## config.mk

```make
export PLATFORM = sky130hd
export DESIGN_NAME = lidar_gap_heading
export DESIGN_NICKNAME = d
export VERILOG_FILES = /design/src/rtl/core/lgh_pkg.sv /design/src/rtl/core/lidar_gap_heading.sv /design/src/rtl/core/lgh_scan.sv /design/src/rtl/core/lgh_steer.sv
export VERILOG_INCLUDE_DIRS = /design/src /design/src/rtl/core
export SDC_FILE = /design/constraint.sdc
export NUM_CORES = 2
export LEC_CHECK = 0
export BUFFER_PORTS_ARGS = -buffer_cell sky130_fd_sc_hd__buf_2
export CAP_MARGIN = 20
export CORE_AREA = 2 2 404 246
export DETAILED_ROUTE_END_ITERATION = 7
export DIE_AREA = 0 0 406 248
export GPL_TIMING_DRIVEN = 0
export HOLD_SLACK_MARGIN = 0.12
export PLACE_DENSITY = 0.64
export SYNTH_ARGS = -nofsm -noshare
export SYNTH_HDL_FRONTEND = slang
export SYNTH_SLANG_ARGS = --single-unit
```

## constraint.sdc

```tcl
create_clock -name aclk -period 7.3 [get_ports aclk]
set_input_delay 0.73 -clock aclk [delete_from_list [all_inputs] [get_ports aclk]]
set_output_delay 0.73 -clock aclk [all_outputs]
set_load 0.02 [all_outputs]
```

## src/rtl/core/lidar_gap_heading_defines.svh

```systemverilog
// ----------------------------------------------------------------------------
// lidar_gap_heading assertion macros
// Shared concurrent check forms, clocked on aclk and quiet while in reset.
// ----------------------------------------------------------------------------
`ifndef LIDAR_GAP_HEADING_DEFINES_SVH
`define LIDAR_GAP_HEADING_DEFINES_SVH

// same-cycle implication
`define LGH_ASSERT_HOLDS(label, ante, cons, msg) \
    label: assert property (@(posedge aclk) disable iff (!aresetn) (ante) |-> (cons)) \
        else $error(msg);

// next-cycle implication
`define LGH_ASSERT_NEXT(label, ante, cons, msg) \
    label: assert property (@(posedge aclk) disable iff (!aresetn) (ante) |=> (cons)) \
        else $error(msg);

`endif

```

## src/rtl/core/lgh_pkg.sv

```systemverilog
// ----------------------------------------------------------------------------
// lgh_pkg
// Widths, constants and shared types of the lidar gap heading block.
// ----------------------------------------------------------------------------
`timescale 1ns / 1ps
`default_nettype none

package lgh_pkg;

    localparam int SAMPLE_W     = 16;
    localparam int COUNT_W      = 11;
    localparam int IDX_W        = 10;
    localparam int ANGLE_W      = 32;
    localparam int TURN_W       = 34;
    localparam int SPEED_W      = 16;
    localparam int IN_DATA_W    = 16;
    localparam int OUT_DATA_W   = 96;

    localparam int WINDOW       = 9;
    localparam int HALF_WIN     = (WINDOW - 1) / 2;
    localparam int MAX_POINTS   = 1024;
    localparam int FIRST_CENTRE = 222;
    localparam int TAIL_GAP     = 175;
    localparam int COUNT_MAX    = 2 ** COUNT_W - 1;

    // running window sum, worked on in digits
    localparam int SUM_W        = 20;
    localparam int DIGIT_W      = 5;
    localparam int DIGITS       = SUM_W / DIGIT_W;

    // speed divide: numerator 2^43 + den/2, remainder below den
    localparam int NUM_W        = 44;
    localparam int REM_W        = 34;

    localparam logic [SAMPLE_W-1:0] FIVE_METRES = SAMPLE_W'(1280);

    typedef struct packed {
        logic [SAMPLE_W-1:0] range_floor;
        logic [SAMPLE_W-1:0] range_ceiling;
        logic [COUNT_W-1:0]  scan_points;
    } scan_cfg_t;

    typedef struct packed {
        logic [ANGLE_W-1:0] start_angle;
        logic [ANGLE_W-1:0] angle_step;
    } steer_cfg_t;

    typedef struct packed {
        logic             start;
        logic [IDX_W-1:0] first_best;
        logic [IDX_W-1:0] last_best;
    } hole_req_t;

endpackage

`default_nettype wire

```

## src/rtl/core/lidar_gap_heading.sv

```systemverilog
// ----------------------------------------------------------------------------
// lidar_gap_heading
// Picks a heading towards the widest opening of a lidar scan; register port,
// sample stream in, one steering word out per scan.
// ----------------------------------------------------------------------------
//  channel   dir  handshake          payload
//  s_        in   s_tvalid/s_tready  s_tdata range_sample, s_tlast scan_end
//  m_        out  m_tvalid/m_tready  m_tdata idx, heading, turn rate, speed
//  apb       in   psel/penable       five registers at byte address 4*i
//
//  a sample's 20-bit window sum goes 5 bits a cycle
//  the word with s_tlast holds the input while the shift-add multiply and
//  restoring divide run; a finished result then waits in S_HOLD until the
//  output register frees up, and the input stays stalled until it does
//  reset is synchronous on aresetn low; clears scan state, presets the registers
// ----------------------------------------------------------------------------
`timescale 1ns / 1ps
`default_nettype none

module lidar_gap_heading (
    input  wire logic                             aclk,
    input  wire logic                             aresetn,
    // apb register port
    input  wire logic                             psel,
    input  wire logic                             penable,
    input  wire logic                             pwrite,
    input  wire logic [4:0]                       paddr,
    input  wire logic [31:0]                      pwdata,
    output logic [31:0]                           prdata,
    output logic                                  pready,
    // sample stream
    input  wire logic                             s_tvalid,
    output logic                                  s_tready,
    input  wire logic [lgh_pkg::IN_DATA_W-1:0]    s_tdata,  // [15:0] range_sample
    input  wire logic                             s_tlast,  // scan_end
    // result stream
    output logic                                  m_tvalid,
    input  wire logic                             m_tready,
    output logic [lgh_pkg::OUT_DATA_W-1:0]        m_tdata   // [9:0] hole_index,
                                                            // [41:10] heading,
                                                            // [75:42] turn_rate,
                                                            // [91:76] forward_speed
);
    import lgh_pkg::*;

    typedef enum logic [2:0] {
        REG_FLOOR, REG_CEILING, REG_START, REG_STEP, REG_POINTS
    } reg_idx_t;

    logic [SAMPLE_W-1:0] floor_reg, floor_next;
    logic [SAMPLE_W-1:0] ceiling_reg, ceiling_next;
    logic [ANGLE_W-1:0]  start_reg, start_next;
    logic [ANGLE_W-1:0]  step_reg, step_next;
    logic [COUNT_W-1:0]  points_reg, points_next;

    logic       wr_en;
    logic [2:0] reg_sel;
    scan_cfg_t  scan_cfg;
    steer_cfg_t steer_cfg;
    hole_req_t  hole_req;
    logic       steer_idle;
    logic       scan_ready;
    logic       take;

    assign pready  = 1'b1;
    assign wr_en   = psel && penable && pwrite && pready;
    assign reg_sel = paddr[4:2];

    always_comb begin
        floor_next   = floor_reg;
        ceiling_next = ceiling_reg;
        start_next   = start_reg;
        step_next    = step_reg;
        points_next  = points_reg;
        if (wr_en) begin
            case (reg_sel)
                REG_FLOOR:   floor_next   = pwdata[SAMPLE_W-1:0];
                REG_CEILING: ceiling_next = pwdata[SAMPLE_W-1:0];
                REG_START:   start_next   = pwdata;
                REG_STEP:    step_next    = pwdata;
                REG_POINTS:  points_next  = pwdata[COUNT_W-1:0];
                default: begin
                end
            endcase
        end
    end

    always_comb begin
        case (reg_sel)
            REG_FLOOR:   prdata = 32'(floor_reg);
            REG_CEILING: prdata = 32'(ceiling_reg);
            REG_START:   prdata = start_reg;
            REG_STEP:    prdata = step_reg;
            REG_POINTS:  prdata = 32'(points_reg);
            default:     prdata = '0;
        endcase
    end

    always_ff @(posedge aclk) begin
        if (!aresetn) begin
            floor_reg   <= '0;
            ceiling_reg <= SAMPLE_W'(65535);
            start_reg   <= '0;
            step_reg    <= '0;
            points_reg  <= COUNT_W'(720);
        end else begin
            floor_reg   <= floor_next;
            ceiling_reg <= ceiling_next;
            start_reg   <= start_next;
            step_reg    <= step_next;
            points_reg  <= points_next;
        end
    end

    assign scan_cfg.range_floor   = floor_reg;
    assign scan_cfg.range_ceiling = ceiling_reg;
    assign scan_cfg.scan_points   = points_reg;
    assign steer_cfg.start_angle  = start_reg;
    assign steer_cfg.angle_step   = step_reg;

    assign s_tready = scan_ready;
    assign take     = s_tvalid && scan_ready;

    lgh_scan u_scan (
        .aclk         (aclk),
        .aresetn      (aresetn),
        .cfg_i        (scan_cfg),
        .sample_i     (s_tdata[SAMPLE_W-1:0]),
        .last_i       (s_tlast),
        .take_i       (take),
        .steer_idle_i (steer_idle),
        .ready_o      (scan_ready),
        .req_o        (hole_req)
    );

    lgh_steer u_steer (
        .aclk     (aclk),
        .aresetn  (aresetn),
        .cfg_i    (steer_cfg),
        .req_i    (hole_req),
        .idle_o   (steer_idle),
        .m_tvalid (m_tvalid),
        .m_tready (m_tready),
        .m_tdata  (m_tdata)
    );

endmodule

`default_nettype wire

```

## src/rtl/core/lgh_scan.sv

```systemverilog
// ----------------------------------------------------------------------------
// lgh_scan
// Sample window and digit-serial running sum with best-window tracking.
// ----------------------------------------------------------------------------
`timescale 1ns / 1ps
`default_nettype none
`include "lidar_gap_heading_defines.svh"

module lgh_scan (
    input  wire logic                          aclk,
    input  wire logic                          aresetn,
    input  wire lgh_pkg::scan_cfg_t            cfg_i,
    input  wire logic [lgh_pkg::SAMPLE_W-1:0]  sample_i,
    input  wire logic                          last_i,
    input  wire logic                          take_i,
    input  wire logic                          steer_idle_i,
    output logic                               ready_o,
    output lgh_pkg::hole_req_t                 req_o
);
    import lgh_pkg::*;

    typedef enum logic {S_IDLE, S_DIGIT} state_t;

    localparam logic [$clog2(DIGITS)-1:0] LAST_DIGIT = $clog2(DIGITS)'(DIGITS - 1);

    state_t                     state_reg, state_next;
    logic [$clog2(DIGITS)-1:0]  dig_reg, dig_next;
    logic [SAMPLE_W-1:0]        window_reg [WINDOW];
    logic [SAMPLE_W-1:0]        window_next [WINDOW];
    logic [COUNT_W-1:0]         count_reg, count_next;
    logic [SUM_W-1:0]           sum_reg, sum_next;
    logic [SUM_W-1:0]           new_reg, new_next;
    logic [SUM_W-1:0]           old_reg, old_next;
    logic [SUM_W-1:0]           best_reg, best_next;
    logic [1:0]                 carry_reg, carry_next;
    logic                       gt_reg, gt_next;
    logic                       eq_reg, eq_next;
    logic                       qual_reg, qual_next;
    logic                       last_reg, last_next;
    logic [IDX_W-1:0]           centre_reg, centre_next;
    logic [IDX_W-1:0]           first_reg, first_next;
    logic [IDX_W-1:0]           lastb_reg, lastb_next;
    hole_req_t                  req_reg, req_next;

    logic [SAMPLE_W-1:0]        clean;
    logic [COUNT_W-1:0]         points;
    logic                       qual;
    logic [1:0]                 carry_in;
    logic                       gt_in, eq_in;
    logic [DIGIT_W+1:0]         dsum;
    logic [DIGIT_W-1:0]         d;
    logic [DIGIT_W-1:0]         bd;
    logic                       gt_d, eq_d;
    logic                       final_dig;
    logic [SUM_W-1:0]           full_sum;
    logic [IDX_W-1:0]           first_fin, lastb_fin;

    // out-of-band samples count as five metres
    assign clean = (sample_i > cfg_i.range_floor && sample_i < cfg_i.range_ceiling)
                 ? sample_i : FIVE_METRES;

    assign points = (int'(cfg_i.scan_points) > MAX_POINTS)
                  ? COUNT_W'(MAX_POINTS) : cfg_i.scan_points;

    // centre = count - 4 must lie in [222, points - 175]
    assign qual = (count_reg >= COUNT_W'(FIRST_CENTRE + HALF_WIN))
               && (({1'b0, count_reg} + (COUNT_W+1)'(TAIL_GAP - HALF_WIN))
                   <= {1'b0, points});

    assign carry_in = (dig_reg == '0) ? 2'd1 : carry_reg;
    assign gt_in    = (dig_reg == '0) ? 1'b0 : gt_reg;
    assign eq_in    = (dig_reg == '0) ? 1'b1 : eq_reg;

    // sum + new - old, one digit per cycle, lsb first
    assign dsum = (DIGIT_W+2)'(sum_reg[DIGIT_W-1:0]) + (DIGIT_W+2)'(new_reg[DIGIT_W-1:0])
                + {2'b00, ~old_reg[DIGIT_W-1:0]} + (DIGIT_W+2)'(carry_in);
    assign d    = dsum[DIGIT_W-1:0];
    assign bd   = best_reg[DIGIT_W-1:0];

    // lsb-first compare: a higher digit overrides what the lower ones said
    assign gt_d = (d > bd) ? 1'b1 : ((d < bd) ? 1'b0 : gt_in);
    assign eq_d = eq_in && (d == bd);

    assign final_dig = (state_reg == S_DIGIT) && (dig_reg == LAST_DIGIT);
    assign full_sum  = {d, sum_reg[SUM_W-1:DIGIT_W]};

    always_comb begin
        first_fin = first_reg;
        lastb_fin = lastb_reg;
        if (qual_reg && gt_d) begin
            first_fin = centre_reg;
            lastb_fin = centre_reg;
        end else if (qual_reg && eq_d) begin
            lastb_fin = centre_reg;
        end
    end

    assign ready_o = steer_idle_i && !req_reg.start
                  && ((state_reg == S_IDLE) || (final_dig && !last_reg));

    assign req_o = req_reg;

    always_comb begin
        state_next  = state_reg;
        dig_next    = dig_reg;
        window_next = window_reg;
        count_next  = count_reg;
        sum_next    = sum_reg;
        new_next    = new_reg;
        old_next    = old_reg;
        best_next   = best_reg;
        carry_next  = carry_reg;
        gt_next     = gt_reg;
        eq_next     = eq_reg;
        qual_next   = qual_reg;
        last_next   = last_reg;
        centre_next = centre_reg;
        first_next  = first_reg;
        lastb_next  = lastb_reg;
        req_next    = '0;

        if (state_reg == S_DIGIT) begin
            sum_next   = full_sum;
            new_next   = new_reg >> DIGIT_W;
            old_next   = old_reg >> DIGIT_W;
            best_next  = {bd, best_reg[SUM_W-1:DIGIT_W]};
            carry_next = dsum[DIGIT_W+1:DIGIT_W];
            gt_next    = gt_d;
            eq_next    = eq_d;
            dig_next   = dig_reg + 1'b1;
            if (final_dig) begin
                state_next = S_IDLE;
                first_next = first_fin;
                lastb_next = lastb_fin;
                if (qual_reg && gt_d) begin
                    best_next = full_sum;
                end
                if (last_reg) begin
                    // end of scan: hand off and start over
                    req_next.start      = 1'b1;
                    req_next.first_best = first_fin;
                    req_next.last_best  = lastb_fin;
                    for (int k = 0; k < WINDOW; k++) begin
                        window_next[k] = '0;
                    end
                    count_next = '0;
                    sum_next   = '0;
                    best_next  = '0;
                    first_next = '0;
                    lastb_next = '0;
                end
            end
        end

        if (take_i) begin
            for (int k = 0; k < WINDOW - 1; k++) begin
                window_next[k] = window_reg[k+1];
            end
            window_next[WINDOW-1] = clean;
            new_next    = SUM_W'(clean);
            old_next    = SUM_W'(window_reg[0]);
            qual_next   = qual;
            last_next   = last_i;
            centre_next = count_reg[IDX_W-1:0] - IDX_W'(HALF_WIN);
            if (count_reg != COUNT_W'(COUNT_MAX)) begin
                count_next = count_reg + 1'b1;
            end
            dig_next   = '0;
            state_next = S_DIGIT;
        end
    end

    always_ff @(posedge aclk) begin
        if (!aresetn) begin
            state_reg <= S_IDLE;
            dig_reg   <= '0;
            for (int k = 0; k < WINDOW; k++) begin
                window_reg[k] <= '0;
            end
            count_reg <= '0;
            sum_reg   <= '0;
            best_reg  <= '0;
            first_reg <= '0;
            lastb_reg <= '0;
            req_reg   <= '0;
            last_reg  <= 1'b0;
            qual_reg  <= 1'b0;
        end else begin
            state_reg  <= state_next;
            dig_reg    <= dig_next;
            window_reg <= window_next;
            count_reg  <= count_next;
            sum_reg    <= sum_next;
            best_reg   <= best_next;
            first_reg  <= first_next;
            lastb_reg  <= lastb_next;
            req_reg    <= req_next;
            last_reg   <= last_next;
            qual_reg   <= qual_next;
        end
    end

    always_ff @(posedge aclk) begin
        new_reg    <= new_next;
        old_reg    <= old_next;
        carry_reg  <= carry_next;
        gt_reg     <= gt_next;
        eq_reg     <= eq_next;
        centre_reg <= centre_next;
    end

    `LGH_ASSERT_HOLDS(scan_handoff_idle, req_reg.start, steer_idle_i, "handoff while steer busy")
    `LGH_ASSERT_HOLDS(scan_take_slot, take_i, (state_reg == S_IDLE) || (final_dig && !last_reg), "word taken mid-sum")
    `LGH_ASSERT_HOLDS(scan_cleared, req_reg.start, (count_reg == '0) && (best_reg == '0), "scan state not cleared")

endmodule

`default_nettype wire

```

## src/rtl/core/lgh_steer.sv

```systemverilog
// ----------------------------------------------------------------------------
// lgh_steer
// Heading, turn rate and speed from the best window span; bit-serial multiply
// and restoring divide, with the result word register.
// ----------------------------------------------------------------------------
`timescale 1ns / 1ps
`default_nettype none
`include "lidar_gap_heading_defines.svh"

module lgh_steer (
    input  wire logic                            aclk,
    input  wire logic                            aresetn,
    input  wire lgh_pkg::steer_cfg_t             cfg_i,
    input  wire lgh_pkg::hole_req_t              req_i,
    output logic                                 idle_o,
    output logic                                 m_tvalid,
    input  wire logic                            m_tready,
    output logic [lgh_pkg::OUT_DATA_W-1:0]       m_tdata
);
    import lgh_pkg::*;

    typedef enum logic [2:0] {S_IDLE, S_MUL, S_TURN, S_DEN, S_NUM, S_DIV, S_HOLD} state_t;

    localparam int STEP_W = $clog2(NUM_W);
    localparam logic [REM_W-1:0] ONE_Q28 = REM_W'(1) << 28;

    state_t               state_reg, state_next;
    logic [STEP_W-1:0]    step_reg, step_next;
    logic [IDX_W-1:0]     idx_reg, idx_next;
    logic [ANGLE_W-1:0]   acc_reg, acc_next;
    logic [ANGLE_W-1:0]   mcand_reg, mcand_next;
    logic [IDX_W-1:0]     mplier_reg, mplier_next;
    logic [TURN_W-1:0]    turn_reg, turn_next;
    logic [ANGLE_W-1:0]   mag_reg, mag_next;
    logic [REM_W-1:0]     den_reg, den_next;
    logic [NUM_W-1:0]     num_reg, num_next;
    logic [REM_W-1:0]     rem_reg, rem_next;
    logic [SPEED_W-1:0]   quot_reg, quot_next;
    logic                 m_valid_reg, m_valid_next;
    logic [OUT_DATA_W-1:0] m_data_reg, m_data_next;

    logic [IDX_W:0]       idx_sum;
    logic [REM_W:0]       rem_sh;
    logic                 ge;
    logic                 load;

    assign idx_sum = {1'b0, req_i.first_best} + {1'b0, req_i.last_best};
    assign rem_sh  = {rem_reg, num_reg[NUM_W-1]};
    assign ge      = rem_sh >= {1'b0, den_reg};
    assign load    = (state_reg == S_HOLD) && (!m_valid_reg || m_tready);

    always_comb begin
        state_next   = state_reg;
        step_next    = step_reg;
        idx_next     = idx_reg;
        acc_next     = acc_reg;
        mcand_next   = mcand_reg;
        mplier_next  = mplier_reg;
        turn_next    = turn_reg;
        mag_next     = mag_reg;
        den_next     = den_reg;
        num_next     = num_reg;
        rem_next     = rem_reg;
        quot_next    = quot_reg;
        m_valid_next = m_valid_reg && !m_tready;
        m_data_next  = m_data_reg;

        case (state_reg)
            S_IDLE: begin
                if (req_i.start) begin
                    idx_next    = idx_sum[IDX_W:1];
                    acc_next    = cfg_i.start_angle;
                    mcand_next  = cfg_i.angle_step;
                    mplier_next = idx_sum[IDX_W:1];
                    step_next   = '0;
                    state_next  = S_MUL;
                end
            end
            S_MUL: begin
                // shift-and-add, one index bit a cycle, wraps mod 2^32
                if (mplier_reg[0]) begin
                    acc_next = acc_reg + mcand_reg;
                end
                mcand_next  = mcand_reg << 1;
                mplier_next = mplier_reg >> 1;
                step_next   = step_reg + 1'b1;
                if (step_reg == STEP_W'(IDX_W - 1)) begin
                    state_next = S_TURN;
                end
            end
            S_TURN: begin
                turn_next = {{2{acc_reg[ANGLE_W-1]}}, acc_reg}
                          + {acc_reg[ANGLE_W-1], acc_reg, 1'b0};
                mag_next  = acc_reg[ANGLE_W-1] ? (~acc_reg + 1'b1) : acc_reg;
                state_next = S_DEN;
            end
            S_DEN: begin
                den_next   = ONE_Q28 + REM_W'(mag_reg) + {1'b0, mag_reg, 1'b0};
                state_next = S_NUM;
            end
            S_NUM: begin
                // 2^43 + den/2, den below 2^33 so the two never overlap
                num_next   = {1'b1, (NUM_W-REM_W)'(0), den_reg[REM_W-1:1]};
                rem_next   = '0;
                quot_next  = '0;
                step_next  = '0;
                state_next = S_DIV;
            end
            S_DIV: begin
                rem_next  = ge ? REM_W'(rem_sh - {1'b0, den_reg}) : rem_sh[REM_W-1:0];
                quot_next = {quot_reg[SPEED_W-2:0], ge};
                num_next  = num_reg << 1;
                step_next = step_reg + 1'b1;
                if (step_reg == STEP_W'(NUM_W - 1)) begin
                    state_next = S_HOLD;
                end
            end
            S_HOLD: begin
                if (load) begin
                    m_valid_next = 1'b1;
                    m_data_next  = {(OUT_DATA_W-IDX_W-ANGLE_W-TURN_W-SPEED_W)'(0),
                                    quot_reg, turn_reg, acc_reg, idx_reg};
                    state_next   = S_IDLE;
                end
            end
            default: begin
                state_next = S_IDLE;
            end
        endcase
    end

    always_ff @(posedge aclk) begin
        if (!aresetn) begin
            state_reg   <= S_IDLE;
            step_reg    <= '0;
            m_valid_reg <= 1'b0;
        end else begin
            state_reg   <= state_next;
            step_reg    <= step_next;
            m_valid_reg <= m_valid_next;
        end
    end

    always_ff @(posedge aclk) begin
        idx_reg    <= idx_next;
        acc_reg    <= acc_next;
        mcand_reg  <= mcand_next;
        mplier_reg <= mplier_next;
        turn_reg   <= turn_next;
        mag_reg    <= mag_next;
        den_reg    <= den_next;
        num_reg    <= num_next;
        rem_reg    <= rem_next;
        quot_reg   <= quot_next;
        m_data_reg <= m_data_next;
    end

    assign idle_o   = (state_reg == S_IDLE);
    assign m_tvalid = m_valid_reg;
    assign m_tdata  = m_data_reg;

    `LGH_ASSERT_HOLDS(steer_start_idle, req_i.start, state_reg == S_IDLE, "span request while busy")
    `LGH_ASSERT_HOLDS(steer_speed_range, state_reg == S_HOLD, quot_reg <= SPEED_W'(32768), "speed above one")
    `LGH_ASSERT_NEXT(steer_rem_below, (state_reg == S_DIV) && (step_reg == STEP_W'(NUM_W - 1)), rem_reg < den_reg, "divide remainder not reduced")

endmodule

`default_nettype wire

```

==> flow_summary.rst <==
.. list-table::
   :header-rows: 1

   * - Metric
     - Value
   * - R2R Setup Slk
     - 2.03 ns
   * - IO Pins
     - 192
   * - Site row count
     - 89
   * - Number of cells after detailed placement
     - 5306
   * - Initial antenna violation count
     - 4
   * - Post-detailed-route via-to-cell ratio
     - 5.36
   * - Residual DRC
     - 0
   * - DR pass1 iterations
     - 6
   * - Number of storage elements in the synthesis netlist
     - 773
   * - Congestion Overflow GR
     - 0
   * - Proportion of layout cells with a drive suffix above 1
     - 0.0924
   * - Critical Path Start Type
     - flip-flop
   * - Final worst path period share
     - 0.721
   * - Cell with the most instances after synthesis
     - sky130_fd_sc_hd__nand2_1
   * - Count of endpoints failing setup in the final report
     - 0
   * - Asr flop ratio synth
     - 0
   * - Clock edge transition at the registers on the reported setup and hold paths
     - 0.07 ns
   * - Sequential share of the synthesized area
     - 0.509
   * - Grt peak-use layer
     - met1
   * - Design area
     - 0.0440 mm^2
   * - Main synth FF type
     - sky130_fd_sc_hd__edfxtp_1
   * - Met3 GRT Util
     - 0.0500
   * - Met1 layer usage reported by global route
     - 0.342
   * - Logic pwr share
     - 0.278
   * - Quantity of I/O buffers inserted on ports
     - 182
   * - WP buf/inv
     - 3
   * - DR vias
     - 29236
   * - Number of flops mapped to enable cells by yosys
     - 415
   * - Final Skew
     - 0.0199 ns
   * - Type of the worst setup path
     - reg2reg
   * - Standard cell with the maximum stage delay on the critical path
     - sky130_fd_sc_hd__xor2_1
   * - Max Fanout on Critical Path
     - 10
   * - Switching fraction of total power
     - 0.337
   * - Total clock buffers created by CTS
     - 79
   * - Critical Path Max Stage Delay
     - 0.54 ns
   * - Worst endpoint data arrival time
     - 5.88 ns
   * - Total Die Area
     - 0.101 mm^2
   * - Clock root cell
     - sky130_fd_sc_hd__clkbuf_16
   * - Area share of the largest cell type after synthesis
     - 0.323
   * - Cell type with the largest total area after synthesis
     - sky130_fd_sc_hd__edfxtp_1
   * - Final setup TNS
     - 0 ns
   * - Top post-synthesis cells by area
     - sky130_fd_sc_hd__edfxtp_1, sky130_fd_sc_hd__dfxtp_1, sky130_fd_sc_hd__ha_1, sky130_fd_sc_hd__nand2_1, sky130_fd_sc_hd__a22o_1
   * - Yosys synthesis warning count
     - 0
   * - Via count of the first global-routing pass
     - 27084
   * - Data required time of the worst path
     - 7.91 ns
   * - Vertical die dimension
     - 248 um
   * - Net switching power
     - 0.00455 W
   * - Gate family responsible for the most delay along the worst path
     - adder cells
   * - Outcome
     - finished clean
   * - Maximum number of pins on one net before global-route repair
     - 62
   * - Post-CTS setup repair buffer count
     - 0
   * - Slew HR
     - 0.226
   * - Per-cell routed wire length
     - 19.8 um
   * - Total power density per cell area
     - 307 mW/mm^2
   * - Nets
     - 4376
   * - Later-pin clock latency in the skew report
     - 0.67 ns
   * - CTS tree
     - yes
   * - Initial Util
     - 0.397
   * - CTS H-Tree Depth
     - 3
   * - Lkg Pwr
     - 17.3 nW
   * - Maximum operating frequency
     - 190 MHz
   * - Wire length of the first global-routing pass
     - 165000 um
   * - Number of filler instances in the final layout
     - 9215
   * - Worst-margin pin slew
     - 1.16 ns
   * - Core Util, Final
     - 0.452
   * - Sink Count
     - 773
   * - Max Slew Vio Count
     - 0
   * - Met2 Track Usage GR
     - 0.281
   * - Gpl congestion
     - 0.913
   * - Core area
     - 0.0972 mm^2
   * - Avg Cell Area, Syn
     - 10.2 um^2
   * - Max-Cap Viols
     - 0
   * - Relative contribution of sequential cells to total power
     - 0.414
   * - Share of power burned in the clock network
     - 0.308
   * - Cts-stage hold buffer count
     - 0
   * - Max VDD drop
     - 172 uV
   * - Setup repair after global routing missed its margin
     - false
   * - Endpoints failing hold
     - 0
   * - CP Cell Sequence
     - ha_1, fa_1, inv_1, fa_1, inv_1, ha_1, fa_1, xor2_1, ha_1, and4_1, a21oi_1, a21oi_1, nand2_1, buf_1, a22oi_1, o221ai_1, o211a_1
   * - Path category of the worst min-delay check
     - in2reg
   * - Count of unique library cells instantiated by Yosys
     - 79
   * - # resized after CTS
     - 0
   * - Syn Inst Count
     - 3793
   * - Number of nets still failing antenna checks after routing
     - 0
   * - Flip-flop count of the largest register after layout
     - 144
   * - Routed WL
     - 108000 um
   * - DP Area
     - 0.0413 mm^2
   * - Total Routing Usage GR
     - 0.213
   * - Maximum buffer depth of the clock tree
     - 3
   * - Mapped Area
     - 0.0386 mm^2
   * - Most common library cells after synthesis
     - sky130_fd_sc_hd__nand2_1, sky130_fd_sc_hd__edfxtp_1, sky130_fd_sc_hd__dfxtp_1
   * - Synthesis-to-layout area growth
     - 14.0%
   * - Kind of capture point of the worst setup path
     - flip-flop
   * - Half-perimeter wire length of the detailed placement result
     - 81400 um
   * - Starting DRT DRC Count
     - 2596
   * - Design internal power
     - 0.00894 W
   * - Minimum clock period
     - 5.27 ns
   * - Cell Count, Final, Fillers Out
     - 5455
   * - Width of the die
     - 406 um
==> routing by layer <==
layer	routed length, um	share of wire	up-vias
met2	40900	0.38	989
met4	2010	0.019	2
li1	-	-	14117
met5	13	0.00012	-
met3	8970	0.083	117
met1	55900	0.52	14011
==> kinds of logic (layout without fill, tap and decap cells) <==
family | count (synthesis) | in the layout | synth area share
and+or+nand+nor | 1150 | 1150 | 0.133
xor gates and xnor gates | 172 | 172 | 0.0391
buffers and inverters | 387 | 726 | 0.0393
DFF | 773 | 773 | 0.509
AOI/OAI and AO/OA | 987 | 987 | 0.175
muxes | 75 | 75 | 0.0216
adders and majority gates | 247 | 247 | 0.0819
other | 2 | 6 | 0.000195
==> cell usage in the layout, fill, tap and decap left out, drive strengths merged, types with 10 or more instances in the layout <==
cell type / count
mux2i: 64
or2: 12
nand4: 25
xnor2: 116
o22ai: 27
ha: 238
a21boi: 131
or3: 10
inv: 190
a32o: 14
xor2: 56
nor2: 165
o21a: 32
a22o: 153
o21ai: 193
and3: 55
a22oi: 14
buf: 223
nand3: 72
and2: 49
o211ai: 31
clkinv: 28
dfxtp: 358
nor3: 24
a31oi: 18
nor2b: 34
clkbuf: 273
a211oi: 18
o21bai: 19
a21o: 73
nand2: 626
a21oi: 192
edfxtp: 415
nand2b: 53
==> worst register-to-register path, stage by stage, from the launching register on <==
cell	delay, ns
sky130_fd_sc_hd__edfxtp_1	0.44
sky130_fd_sc_hd__ha_1	0.24
sky130_fd_sc_hd__fa_1	0.48
sky130_fd_sc_hd__inv_1	0.05
sky130_fd_sc_hd__fa_1	0.50
sky130_fd_sc_hd__inv_1	0.04
sky130_fd_sc_hd__ha_1	0.22
sky130_fd_sc_hd__fa_1	0.41
sky130_fd_sc_hd__xor2_1	0.54
sky130_fd_sc_hd__ha_1	0.36
sky130_fd_sc_hd__and4_1	0.17
sky130_fd_sc_hd__a21oi_1	0.15
sky130_fd_sc_hd__a21oi_1	0.13
sky130_fd_sc_hd__nand2_1	0.18
sky130_fd_sc_hd__buf_1	0.54
sky130_fd_sc_hd__a22oi_1	0.20
sky130_fd_sc_hd__o221ai_1	0.37
sky130_fd_sc_hd__o211a_1	0.20
==> area by class of cell <==
type | instances | area [um^2] | share of cell area
Sequential cell | 773 | 19600 | 0.447
Multi-Input combinational cell | 2636 | 17400 | 0.397
Clock buffer | 102 | 2200 | 0.0500
Tap cell | 1319 | 1650 | 0.0375
Timing Repair Buffer | 191 | 1080 | 0.0245
Buffer | 203 | 830 | 0.0189
Inverter | 184 | 691 | 0.0157
Clock inverter | 46 | 434 | 0.00988
Antenna cell | 1 | 2.50 | 0.0000569
==> power by group through the flow <==
| stage | Sequential (W) | Combinational [W] | Clock [W] |
|---|---|---|---|
| global route | 0.00563 | 0.00417 | 0.00444 |
| global placement | 0.00571 | 0.00358 | 0 |
| detailed placement | 0.00567 | 0.00367 | 0 |
| CTS | 0.00558 | 0.00369 | 0.00425 |
| floorplan | 0.00555 | 0.00263 | 0 |
| finish | 0.00558 | 0.00375 | 0.00416 |
==> per-stage QoR <==
stage	hold WS [ns]	worst slack (ns)	total power [W]
after floorplan	0.400	1.81	0.00818
after global placement	0.405	-1.26	0.00930
after detailed placement	0.405	2.20	0.00933
after CTS	0.283	2.18	0.0135
after global routing	0.304	1.83	0.0142
final	0.318	2.03	0.0135
==> path summary, 6_finish.rpt <==
check,startpoint,endpoint,depth (start not counted)
max,u_scan.new_reg[0],u_scan.best_reg[3],17
min,pwdata[27],step_reg[27],3
max reg2reg,u_scan.new_reg[0],u_scan.best_reg[3],17
min reg2reg,u_steer.quot_reg[15],u_steer.m_tdata[91],0
Power figures use the tool's default switching activity.
